### src/hdl/tbs_pkg.sv
package tbs_pkg;

  localparam int REQ_W = 2;
  localparam int TOK_W = 16;
  localparam int ID_W  = 32;
  localparam int EV_W  = 3;
  localparam int CNT_W = 7;

  localparam logic [TOK_W-1:0] DEPTH_RST = 16'd10;
  localparam logic [ID_W-1:0]  ID_RST    = 32'd1;

  typedef enum logic [1:0] {
    OP_ARRIVE = 2'd0,
    OP_TICK   = 2'd1,
    OP_PULL   = 2'd2
  } op_t;

  localparam logic [EV_W-1:0] EV_QUEUED   = 3'd0;
  localparam logic [EV_W-1:0] EV_TOO_BIG  = 3'd1;
  localparam logic [EV_W-1:0] EV_Q1_FULL  = 3'd2;
  localparam logic [EV_W-1:0] EV_TOK_ADD  = 3'd3;
  localparam logic [EV_W-1:0] EV_TOK_DROP = 3'd4;
  localparam logic [EV_W-1:0] EV_SERVED   = 3'd5;
  localparam logic [EV_W-1:0] EV_Q2_EMPTY = 3'd6;

  typedef struct packed {
    op_t              op;
    logic [TOK_W-1:0] need;
    logic [ID_W-1:0]  pid;
  } cmd_t;

  typedef struct packed {
    logic full;
    logic empty;
  } q_stat_t;

endpackage

### src/hdl/tbs_cmd_fifo.sv
module tbs_cmd_fifo import tbs_pkg::*; (
  input  logic    clk,
  input  logic    rst_n,
  input  logic    push,
  input  cmd_t    push_cmd,
  input  logic    pop,
  output cmd_t    head_cmd,
  output q_stat_t q_stat
);

  cmd_t       entry_r [2];
  logic       wr_ptr_r;
  logic       rd_ptr_r;
  logic [1:0] cnt_r;
  logic       do_push;
  logic       do_pop;

  assign q_stat.full  = (cnt_r == 2'd2);
  assign q_stat.empty = (cnt_r == 2'd0);
  assign do_push      = push && !q_stat.full;
  assign do_pop       = pop && !q_stat.empty;
  assign head_cmd     = entry_r[rd_ptr_r];

  always_ff @(posedge clk) begin
    if (do_push) begin
      entry_r[wr_ptr_r] <= push_cmd;
    end
  end

  always_ff @(posedge clk) begin
    if (!rst_n) begin
      wr_ptr_r <= 1'b0;
      rd_ptr_r <= 1'b0;
      cnt_r    <= 2'd0;
    end else begin
      if (do_push) begin
        wr_ptr_r <= ~wr_ptr_r;
      end
      if (do_pop) begin
        rd_ptr_r <= ~rd_ptr_r;
      end
      case ({do_push, do_pop})
        2'b10:   cnt_r <= cnt_r + 1'b1;
        2'b01:   cnt_r <= cnt_r - 1'b1;
        default: cnt_r <= cnt_r;
      endcase
    end
  end

endmodule

### config.mk
export PLATFORM = sky130hd
export DESIGN_NAME = tbs_cmd_fifo
export DESIGN_NICKNAME = d
export VERILOG_FILES = /design/src/hdl/tbs_pkg.sv /design/src/hdl/tbs_cmd_fifo.sv
export SDC_FILE = /design/constraint.sdc
export NUM_CORES = 1
export LEC_CHECK = 0
export ABC_AREA = 1
export BUFFER_PORTS_ARGS = -buffer_cell sky130_fd_sc_hd__buf_2
export CORE_MARGIN = 2
export CORE_UTILIZATION = 49
export CTS_CLUSTER_DIAMETER = 40
export DETAILED_ROUTE_END_ITERATION = 6
export GPL_ROUTABILITY_DRIVEN = 0
export PLACE_DENSITY = 0.74
export SYNTH_ARGS = -nofsm -noshare
export SYNTH_HDL_FRONTEND = slang
export SYNTH_SLANG_ARGS = --single-unit
### constraint.sdc
create_clock -name clk -period 6.3 [get_ports clk]
set_clock_uncertainty 0.1 [all_clocks]
set_input_delay 0.945 -clock clk [delete_from_list [all_inputs] [get_ports clk]]
set_output_delay 0.945 -clock clk [all_outputs]
set_load 0.02 [all_outputs]
# Word level (Yosys, flattened, before mapping)
# Memory sizes are Yosys's and may differ from the RTL's. A register that Yosys moved wholly into a read port is not among the register bits.
# Index checks and enable logic that the tools add are counted.
dict set report word_totals {
  word_cells 22
  ramBits 100
  memories 1
  input_bits 54
  reg_bits 4
}
# name depth word_bits read_ports rd_clocked_by_memory_dff wr line_no
set memory_table {}
lappend memory_table {entry_r 2 50 1 1 1 tbs_cmd_fifo.sv:11} ;# cmd_t entry_r [2];
dict set report op_classes {
  addsub 2
  bitwise 2
  n_eq_ne 3
  muxes 5
  n_reduce_logical 6
}
# op count
set op_table {}
lappend op_table {{equality test 2 bit, second input constant} 2}
lappend op_table {{two-way mux 1 bit} 4}
lappend op_table {{one-hot mux 2 bit (2 select lines)} 1}
lappend op_table {{adder 2 x 1 -> 2 bit, second input constant} 1}
lappend op_table {{equality test 2 x 1 -> 1 bit, second input constant} 1}
lappend op_table {{logical AND 1 bit} 2}
lappend op_table {{logical NOT 1 bit} 2}
lappend op_table {{logical NOT 2 bit} 1}
lappend op_table {{NOT 1 bit} 2}
lappend op_table {{nonzero test 2 bit} 1}
lappend op_table {{subtractor 2 x 1 -> 2 bit, second input constant} 1}

# Logic depth before layout (Yosys ltp)
dict set report logic_depth {
  word_depth 5
  mapped_depth 10
}

# Worst setup path after synthesis
# Ideal clock, no wire load.
dict set report synth_path {
  kind {input-to-reg}
  startpoint {input push}
  endpoint {memory entry_r[0][0] (netlist bit) (enable)}
  slack_ps 2449
  t_arrival_ps 3293
  path_stages 4
  t_required_ps 5742
  n_path_buf 0
  setup_time_ps 458
  path_cell_list {inv_1 nor2_1 inv_1 nor2_1}
}
dict set report synth_via {
  elab_chain_cells 3
}
# element line_no
set synth_rtl {}
lappend synth_rtl {{start: declaration} tbs_cmd_fifo.sv:4} ;# input logic push,
lappend synth_rtl {{logical AND 1 bit} tbs_cmd_fifo.sv:20} ;# assign do_push = push && !q_stat.full;
lappend synth_rtl {{two-way mux 1 bit} tbs_cmd_fifo.sv:25} ;# if (do_push) begin
lappend synth_rtl {{two-way mux 1 bit (implied by the code)} tbs_cmd_fifo.sv:26} ;# entry_r[wr_ptr_r] <= push_cmd;
lappend synth_rtl {{end: declaration} tbs_cmd_fifo.sv:11}
# No other way between the ends.

==> results.ini <==
[clocking]
ctsResizeCount = 0
post_cts_buffers = 0
clkTransAtPathRegs_ns = 0.09
clock_sinks = 105
root_buffer = clkbuf_8
numCtsBuffers = 9
cts.path.max_buffers = 2
clk_latency_ns = 0.35
cts_tree = done
cts_hold_buf = 0
htree_num_levels = 3

[setup_path]
reg2reg_depth = 5
startpoint_type = register
path_cells = mux2_4, buf_2
path_max_fanout = 50
r2r_slack_ns = 4.05
crit_type = register to primary output
end_kind = primary output
cp_top_family = flip-flops
required_ns = 5.25
crit_slowest_cell = dfxtp_4
max_stage_delay_ns = 0.97
worst_ep_arrival_time_ns = 1.86
critPathBufInv = 1
crit_cells = 2

[pwr]
power.leakage_nw = 1.94
p_total_mw = 1.67
max-vdd-ir-drop_mv = 0.213
powerDensity_nw_per_um2 = 344

[detailed_routing]
wirelength_um = 6110
drt_iter0_drc = 91
via_count = 2009
drc = 0
ant_nets = 0
wire_per_inst_um = 14.7
avgViaCountPerCell = 4.82
firstDrtPassIters = 4

[timing]
rsz0062_at_grt = false
finalCriticalPeriod_ns = 2.91
tightest_slew_ns = 1.09
setup_tns_ns = 0
drv_slew = 0
period_share_pct = 46.2
finalSetupViolCount = 0
finalHoldViolCount = 0
clock.fmax_mhz = 344
slew-limit-headroom_pct = 27.1

[yosys]
synth_seq_cells = 105
seq_area_frac_synth_pct = 75.4
synthDistinctLibCells = 14
synth.area.top_cells = edfxtp_1 73%, mux2_4 18%, buf_12 2.4%, dfxtp_1 2.4%, nor2_1 1.1%
synth.yosys.warnings = 0
synth_top_cell_area_share_pct = 73.0
synthCells = 196
synth_commonest_cells = 100 x edfxtp_1, 50 x mux2_4, 12 x nor2_1
ys.flop_type = edfxtp_1
postSynthAreaPerCell_um2 = 21.0
async_flop_share_pct = 0
synth_fp_nets = 251
yosysMostFrequentCell = edfxtp_1
synth_area_um2 = 4110
synth.largest_area_cell = edfxtp_1
synth_edf_count = 100

[placed_design]
io_buffer_count = 105
dp_hpwl_um = 4080

[floorplan]
core-area_um2 = 8180
boundaryPins = 106
die_x_um = 95.6
die_height_um = 95.6
dieArea_um2 = 9150
start_util_pct = 50.3
rows = 33

[final_layout]
seq_area_um2 = 3110
multiInputGateArea_um2 = 873
syn_to_final_growth_pct = 17.9
fill_cells = 639
layout.nets = 362
antenna_cells = 0
final_layout_size_suffix_gt1_share_pct = 56.1

[run]
max_cap_violations = 0

[worst_hold_path]
hold_path_depth = 2
hp-class = register to register

[status]
status = completed

[global_routing]
grt_pass1_vias = 1938
grt_pass1_wl_um = 8940
grt_max_degree = 51
grt_usage_pct = 13.4
antenna_found_initial = 0
overflow = 0

-- layout by cell type, fill, tap and decap left out --
| cell | count |
|---|---|
| edfxtp_1 | 100 |
| clkbuf_8 | 9 |
| mux2_4 | 50 |
| nand2_1 | 8 |
| buf_2 | 105 |
| dfxtp_1 | 4 |
| inv_1 | 8 |
| nor2_2 | 1 |
| clkinvlp_4 | 3 |
| nor2_4 | 1 |
| clkinv_4 | 2 |
| nand4_1 | 1 |
| clkinv_2 | 1 |
| nand3_1 | 1 |
| o21ai_0 | 1 |
| nor2_1 | 11 |
| buf_4 | 1 |
| dfxtp_4 | 1 |
| ha_1 | 1 |
| inv_2 | 1 |
| clkbuf_1 | 1 |
| a21oi_1 | 1 |
-- power breakdown --
part	leakage (nW)	internal [mW]	switching, mW
Combinational	0.881	0.192	0.210
Sequential	0.977	0.853	0.0578
Clock	0.0785	0.144	0.211
Total	1.94	1.19	0.478
-- stage by stage --
step	instance area (µm²)	hold WS [ns]	utilization, %	cells	setup WS (ns)
detailed placement	4680	0.410	57.2	401	3.39
CTS	4850	0.431	59.3	417	3.34
global route	4850	0.444	59.3	417	3.30
floorplan	4110	0.352	-	196	2.45
finish	4850	0.428	59.3	417	3.39
global placement	4680	0.374	57.2	401	3.51
-- logic make-up after synthesis --
logic type               synth area share, %
flip-flops                              75.4
multiplexers                            18.2
AND/OR/NAND/NOR                         2.25
buffers and inverters                   3.53
AO/OA/AOI/OAI                          0.243
adder cells (fa/ha/maj)                0.304
-- state kept, by name (all words and copies together), names as in the netlist, named ones only --
signal    cells
cnt_r         2
rd_ptr_r      1
wr_ptr_r      1
entry_r     100
-- worst register-to-register path: cells and delay by family (launching register included) --
kind / cells / cell delay, ns
AND/OR/NAND/NOR: 3 / 0.84
flip-flops: 1 / 0.38
buffers and inverters: 2 / 0.58
-- path summary, 6_finish.rpt --
kind | startpoint | to
max | register | head_cmd[26]
min reg2reg | rd_ptr_r | rd_ptr_r
min | rd_ptr_r | rd_ptr_r
max reg2reg | cnt_r[0] | entry_r[0][18]
-- cell type report --
class                   count  share of cell area, %
multi-input cells          76                   18.0
clock inverters             6                  0.929
well taps                 105                   2.71
clock buffers              10                   2.63
repair buffers            106                   11.0
inverters                   9                  0.696
flip-flops and latches    105                   64.0
-- per-layer routing --
metal | vias to the layer above | track usage, % | part of all wire [%]
li1 | 963 | - | -
met1 | 961 | 15.7 | 41
met2 | 74 | 23.3 | 51
met3 | 11 | 2.69 | 6.3
met4 | 0 | 6.79 | 2.0
met5 | - | 0 | 0
No activity file was read; power rests on OpenSTA's default activity.
