**config.mk**
```make
export PLATFORM = sky130hd
export DESIGN_NAME = tbs_front
export DESIGN_NICKNAME = d
export VERILOG_FILES = /design/src/hdl/tbs_pkg.sv /design/src/hdl/tbs_front.sv
export SDC_FILE = /design/constraint.sdc
export NUM_CORES = 1
export LEC_CHECK = 0
export ABC_CLOCK_PERIOD_IN_PS = 3660
export BUFFER_PORTS_ARGS = -buffer_cell sky130_fd_sc_hd__buf_4
export CAP_MARGIN = 20
export CORE_MARGIN = 5
export CORE_UTILIZATION = 43
export CTS_CLUSTER_DIAMETER = 30
export DETAILED_ROUTE_END_ITERATION = 8
export PLACE_DENSITY_LB_ADDON = 0.1
export REMOVE_ABC_BUFFERS = 1
export SETUP_SLACK_MARGIN = 0.2
export SLEW_MARGIN = 5
export SYNTH_ARGS = -nofsm -noshare
export SYNTH_HDL_FRONTEND = slang
export SYNTH_SLANG_ARGS = --single-unit
```
**constraint.sdc**
```tcl
create_clock -name clk -period 3.66 [get_ports clk]
set_input_delay 0.549 -clock clk [delete_from_list [all_inputs] [get_ports clk]]
set_output_delay 0.549 -clock clk [all_outputs]
set_load 0.01 [all_outputs]
```
**src/hdl/tbs_pkg.sv**
```systemverilog
package tbs_pkg;

  localparam int REQ_W = 2;
  localparam int TOK_W = 16;
  localparam int ID_W  = 32;
  localparam int EV_W  = 3;
  localparam int CNT_W = 7;

  localparam logic [TOK_W-1:0] DEPTH_RST = 16'd10;
  localparam logic [ID_W-1:0]  ID_RST    = 32'd1;

  typedef enum logic [1:0] {
    OP_ARRIVE = 2'd0,
    OP_TICK   = 2'd1,
    OP_PULL   = 2'd2
  } op_t;

  localparam logic [EV_W-1:0] EV_QUEUED   = 3'd0;
  localparam logic [EV_W-1:0] EV_TOO_BIG  = 3'd1;
  localparam logic [EV_W-1:0] EV_Q1_FULL  = 3'd2;
  localparam logic [EV_W-1:0] EV_TOK_ADD  = 3'd3;
  localparam logic [EV_W-1:0] EV_TOK_DROP = 3'd4;
  localparam logic [EV_W-1:0] EV_SERVED   = 3'd5;
  localparam logic [EV_W-1:0] EV_Q2_EMPTY = 3'd6;

  typedef struct packed {
    op_t              op;
    logic [TOK_W-1:0] need;
    logic [ID_W-1:0]  pid;
  } cmd_t;

  typedef struct packed {
    logic full;
    logic empty;
  } q_stat_t;

endpackage

```
**src/hdl/tbs_front.sv**
```systemverilog
module tbs_front import tbs_pkg::*; (
  input  logic             clk,
  input  logic             rst_n,
  input  logic             start,
  input  logic [REQ_W-1:0] req_type,
  input  logic [TOK_W-1:0] tokens_needed,
  input  q_stat_t          q_stat,
  output logic             busy,
  output logic             push,
  output cmd_t             cmd
);

  logic [ID_W-1:0] next_id_r;
  op_t             op;

  always_comb begin
    case (req_type)
      OP_ARRIVE: op = OP_ARRIVE;
      OP_TICK:   op = OP_TICK;
      default:   op = OP_PULL;
    endcase
  end

  assign busy     = q_stat.full;
  assign push     = start && !q_stat.full;
  assign cmd.op   = op;
  assign cmd.need = tokens_needed;
  assign cmd.pid  = next_id_r;

  // assign ids in arrival order; dropped arrivals use theirs up too
  always_ff @(posedge clk) begin
    if (!rst_n) begin
      next_id_r <= ID_RST;
    end else if (push && op == OP_ARRIVE) begin
      next_id_r <= next_id_r + 1'b1;
    end
  end

endmodule

```
# Yosys cells after proc, flatten, opt, wreduce, memory -nomap -nowiden
# Cells that the tools add are included.
[totals]
register_bits = 32
input_bits = 23
word_cells = 9
[classes]
n_addsub = 1
eq_ne = 1
muxes = 1
n_reduce_logical = 5
[ops]
columns = ["op", "count"]
rows = [
  ["adder 32 x 1 -> 32 bit, second input constant", 1],
  ["logical NOT 2 bit", 2],
  ["one-hot mux 2 bit (2 select lines)", 1],
  ["== test 2 x 1 -> 1 bit, second input constant", 1],
  ["logical AND 1 bit", 2],
  ["logical NOT 1 bit", 1],
]

# Longest topological paths before layout
[depth]
depth_word = 4
depth_mapped = 7

# Least setup slack after synthesis
# Ideal clock, no wire load.
[synth_path]
path_kind = "input-to-reg"
start = "in req_type[1]"
end = "reg next_id_r[30]"
t_arrival_ps = 2066
setup_slack_ps = 1524
cell_stages = 5
path_buffers = 1
cell_sequence = "nor4b_4 -> nand4_2 -> buf_2 -> or4_1 -> a21oi_1"
[synth_between]
elab_chain_cells = 4
word_cells_on_any_way = 5
classes_between = "1 x eq/ne; 1 x mux; 3 x reduce/logical"
[synth_lines]
columns = ["element", "line_no", "rtl"]
rows = [
  ["from (decl)", "tbs_front.sv:5", "input logic [REQ_W-1:0] req_type,"],
  ["== test 2 x 1 -> 1 bit / logical NOT 2 bit (equally long branches)", "tbs_front.sv:17", "case (req_type)"],
  ["one-hot mux 2 bit (2 select lines) *", "tbs_front.sv:17", ""],
  ["logical NOT 2 bit *", "tbs_front.sv:34", "end else if (push && op == OP_ARRIVE) begin"],
  ["logical AND 1 bit *", "tbs_front.sv:34", ""],
  ["to (signal assigned)", "tbs_front.sv:35", "next_id_r <= next_id_r + 1'b1;"],
  ["to (decl)", "tbs_front.sv:13", "logic [ID_W-1:0] next_id_r;"],
]
# Mark *: on every way between the ends. The rest lies on a longest branch, timed or not.
# A chain may end at the register's enable or synchronous reset.

# Worst setup path in the final report
[layout_path]
start = "in req_type[1]"
end = "reg next_id_r[22]"
# Same word-level chain as after synthesis.

==> key figures <==
Min path
  • Min-Delay Endpoint: next_id_r[0]$_SDFFE_PN1P_
  • Worst Hold Launch: rst_n
  • Cell count of the worst hold path: 2
  • Hold Crit Class: in2reg

Route
  • Pre-antenna DRT Iters: 4
  • Final WL: 4050 um
  • 1st-iter DRT viols: 158
  • Via/cell ratio: 5.88
  • ANT nets after route: 0
  • DRC viols: 0
  • Drt wl/cell: 15.3 um
  • Vias: about 1600

Die
  • Die width: 72.6 um
  • # rows: 22
  • Ports: 75
  • Core area: around 3700 sq um
  • Total die area: around 5300 sq um
  • Die H: 72.6 um
  • Starting density of the core: 0.454

Timing
  • Final worst slack: 1110 ps
  • Peak Freq: 392 MHz
  • Period utilization: 0.696
  • Skew final: 4.09 ps
  • Relative slew slack: 0.362
  • Max Transition Viols Final: 0
  • RSZ-0062 raised after global routing: false
  • Least-Margin Pin Slew: 956 ps
  • Setup TNS Final: 0 ps
  • Final Hold Viols: 0
  • Min cycle time layout: between 2000 and 3000 ps
  • Final setup fails: 0

GRT
  • Antenna violations before repair: 0
  • Total global routing track utilization: 0.155
  • GRT overflow: 0
  • First-pass GRT wire length: around 6500 um
  • Pin count of the biggest net entering global routing: 32
  • Number of global-route vias before repair: ~1400

Place
  • Final HPWL DP: 2850 um
  • Post-Place Setup Slack: 834 ps
  • Port Buf Inserts: 41
  • Placer Congestion: approximately 0.73

Critical path
  • Critical path fanouts, max: 23
  • CP max stage cell: or4_1
  • CP startpoint kind: input port
  • Critical path required time: 3850 ps
  • WP data arrival: approximately 2700 ps
  • R2r endpoint: next_id_r[25]$_SDFFE_PN0P_
  • Worst reg-to-reg path cell count: 4
  • CP endpoint kind: register
  • Crit Path Category: in2reg
  • Crit-path max cell delay: between 600 and 700 ps
  • RR Startpoint: next_id_r[9]$_SDFFE_PN0P_
  • Worst-path cell chain: buf_4 -> nor4b_4 -> nand4_2 -> or4_1 -> a21oi_1
  • R2R setup slack: 1250 ps

Pwr
  • VDD IR max: 179 uV
  • Power density over the cells: 337 nW/um^2
  • Pleak: 0.718 nW
  • Pwr Total: 663 uW

CTS
  • CTS Sinks: 32
  • Setup Buffers After CTS: 0
  • Total CTS buffers: 5
  • CTS tree: done
  • Clock transition at the registers of the reported paths: around 60 ps
  • Post-CTS sizing: 0
  • Max clock buf depth: 2
  • CTS Hold Bufs: 0
  • CTS H-tree depth: 2
  • CTS root buf: clkbuf_8
  • Clk_lat worst skew: 280 ps

Run
  • Max cap viols: 0

Status
  • Run status: complete, no violations

Synthesis
  • Number of flops mapped to enable cells by yosys: 0
  • Seq/Total Area, Yosys: 0.380
  • Synth Flop Type: dfxtp_1
  • Post-Syn Area: 1690 sq um
  • Synth cell types: 27
  • Total number of yosys warnings: 0
  • Synth Register Bits: 32
  • Post-Syn Instances: 196
  • Syn Area/Cell: 8.60 sq um
  • Fraction of registers with async set/reset: 0

Finish
  • Fill cells: 360
  • Most flop-heavy register: next_id_r
  • Multi-input gate area: approximately 840 sq um
  • Largest register FFs: 32
  • Sequential cell area: between 600 and 700 sq um
  • Number of nets in the layout: 240
  • Final core area utilization: 0.530
  • Diode count: 0
  • Layout cell share with drive strength beyond 1: 0.241
  • Area growth syn-to-layout: 16.9%
  • Top flop regs: next_id_r (32)
Yosys cell counts, types with 4 or more instances:
cell / number / area (sq um)
clkbuf_1: 6 / 22.5
a21oi_1: 23 / 115
nand2_1: 10 / 37.5
or4_1: 17 / 128
buf_4: 19 / 143
nand4_1: 8 / 50.1
nor2_1: 8 / 30.0
xor2_1: 6 / 52.6
inv_1: 4 / 15.0
o31ai_1: 17 / 128
o21ai_0: 6 / 30.0
and4_1: 5 / 43.8
or3_1: 6 / 37.5
nand3_1: 10 / 50.1
dfxtp_1: 32 / 641
cell type report:
| cell class | count | area share |
|---|---|---|
| Multi-Input combinational cell | 131 | 0.428 |
| Sequential cell | 32 | 0.325 |
| Timing Repair Buffer | 42 | 0.160 |
| Clock buffer | 7 | 0.0489 |
| Tap cell | 48 | 0.0305 |
| Inverter | 4 | 0.00762 |
worst max path at each step:
| stage | start | end | cells after the start |
|---|---|---|---|
| 5_1_grt | req_type[1] | next_id_r[30]$_SDFFE_PN0P_ | 5 |
| 4_1_cts | req_type[1] | next_id_r[22]$_SDFFE_PN0P_ | 5 |
| 6_report | req_type[1] | next_id_r[22]$_SDFFE_PN0P_ | 5 |
| 3_5_place_dp | req_type[1] | next_id_r[22]$_SDFFE_PN0P_ | 5 |
| 3_3_place_gp | req_type[1] | next_id_r[22]$_SDFFE_PN0P_ | 5 |
| 2_1_floorplan | req_type[1] | next_id_r[22]$_SDFFE_PN0P_ | 4 |
per-layer routing:
metal	vias up	GRT usage	routed length, um
li1	750	-	-
met2	63	0.219	1820
met5	-	0.0303	0
met4	0	0.0553	69
met1	731	0.197	1840
met3	8	0.0826	321
where the power goes:
part	switching (mW)	leakage, nW	total, mW	internal (mW)
logic	0.0125	0.409	0.0227	0.0102
clock network	0.123	0.0503	0.290	0.167
registers	0.000928	0.258	0.350	0.349
total	0.136	0.718	0.663	0.527
cells by family (layout without fill, tap and decap cells):
kind of cell / Yosys count / in the layout / synth area share
xor gates and xnor gates: 8 / 8 / 0.0416
buffers and inverters: 33 / 53 / 0.120
adders and majority gates: 1 / 1 / 0.00742
muxes: 1 / 1 / 0.00594
AOI/OAI and AO/OA: 46 / 46 / 0.162
and+or+nand+nor: 75 / 75 / 0.283
DFF: 32 / 32 / 0.380
worst max-delay path, delay by kind of cell:
family / cells / cell delay, ps
AND/OR/NAND/NOR: 3 / 1900
buffers and inverters: 1 / 130
AO/OA/AOI/OAI: 1 / 150
cells in the final DEF, fill, tap and decap left out, types with 7 or more instances in the layout:
| master | instances |
|---|---|
| a21oi_1 | 23 |
| or4_1 | 17 |
| o31ai_1 | 17 |
| nand2_1 | 10 |
| nand4_1 | 8 |
| dfxtp_1 | 32 |
| clkbuf_8 | 7 |
| nand3_1 | 10 |
| buf_4 | 42 |
| nor2_1 | 8 |
through the flow:
stage / cells / area, sq um / hold WS (ps)
after detailed placement: 257 / 1870 / 489
final: 264 / 1970 / 435
after global routing: 264 / 1970 / 439
after global placement: 257 / 1870 / 460
after floorplan: 167 / 1500 / 496
after CTS: 264 / 1970 / 427
Power figures use the tool's default switching activity.
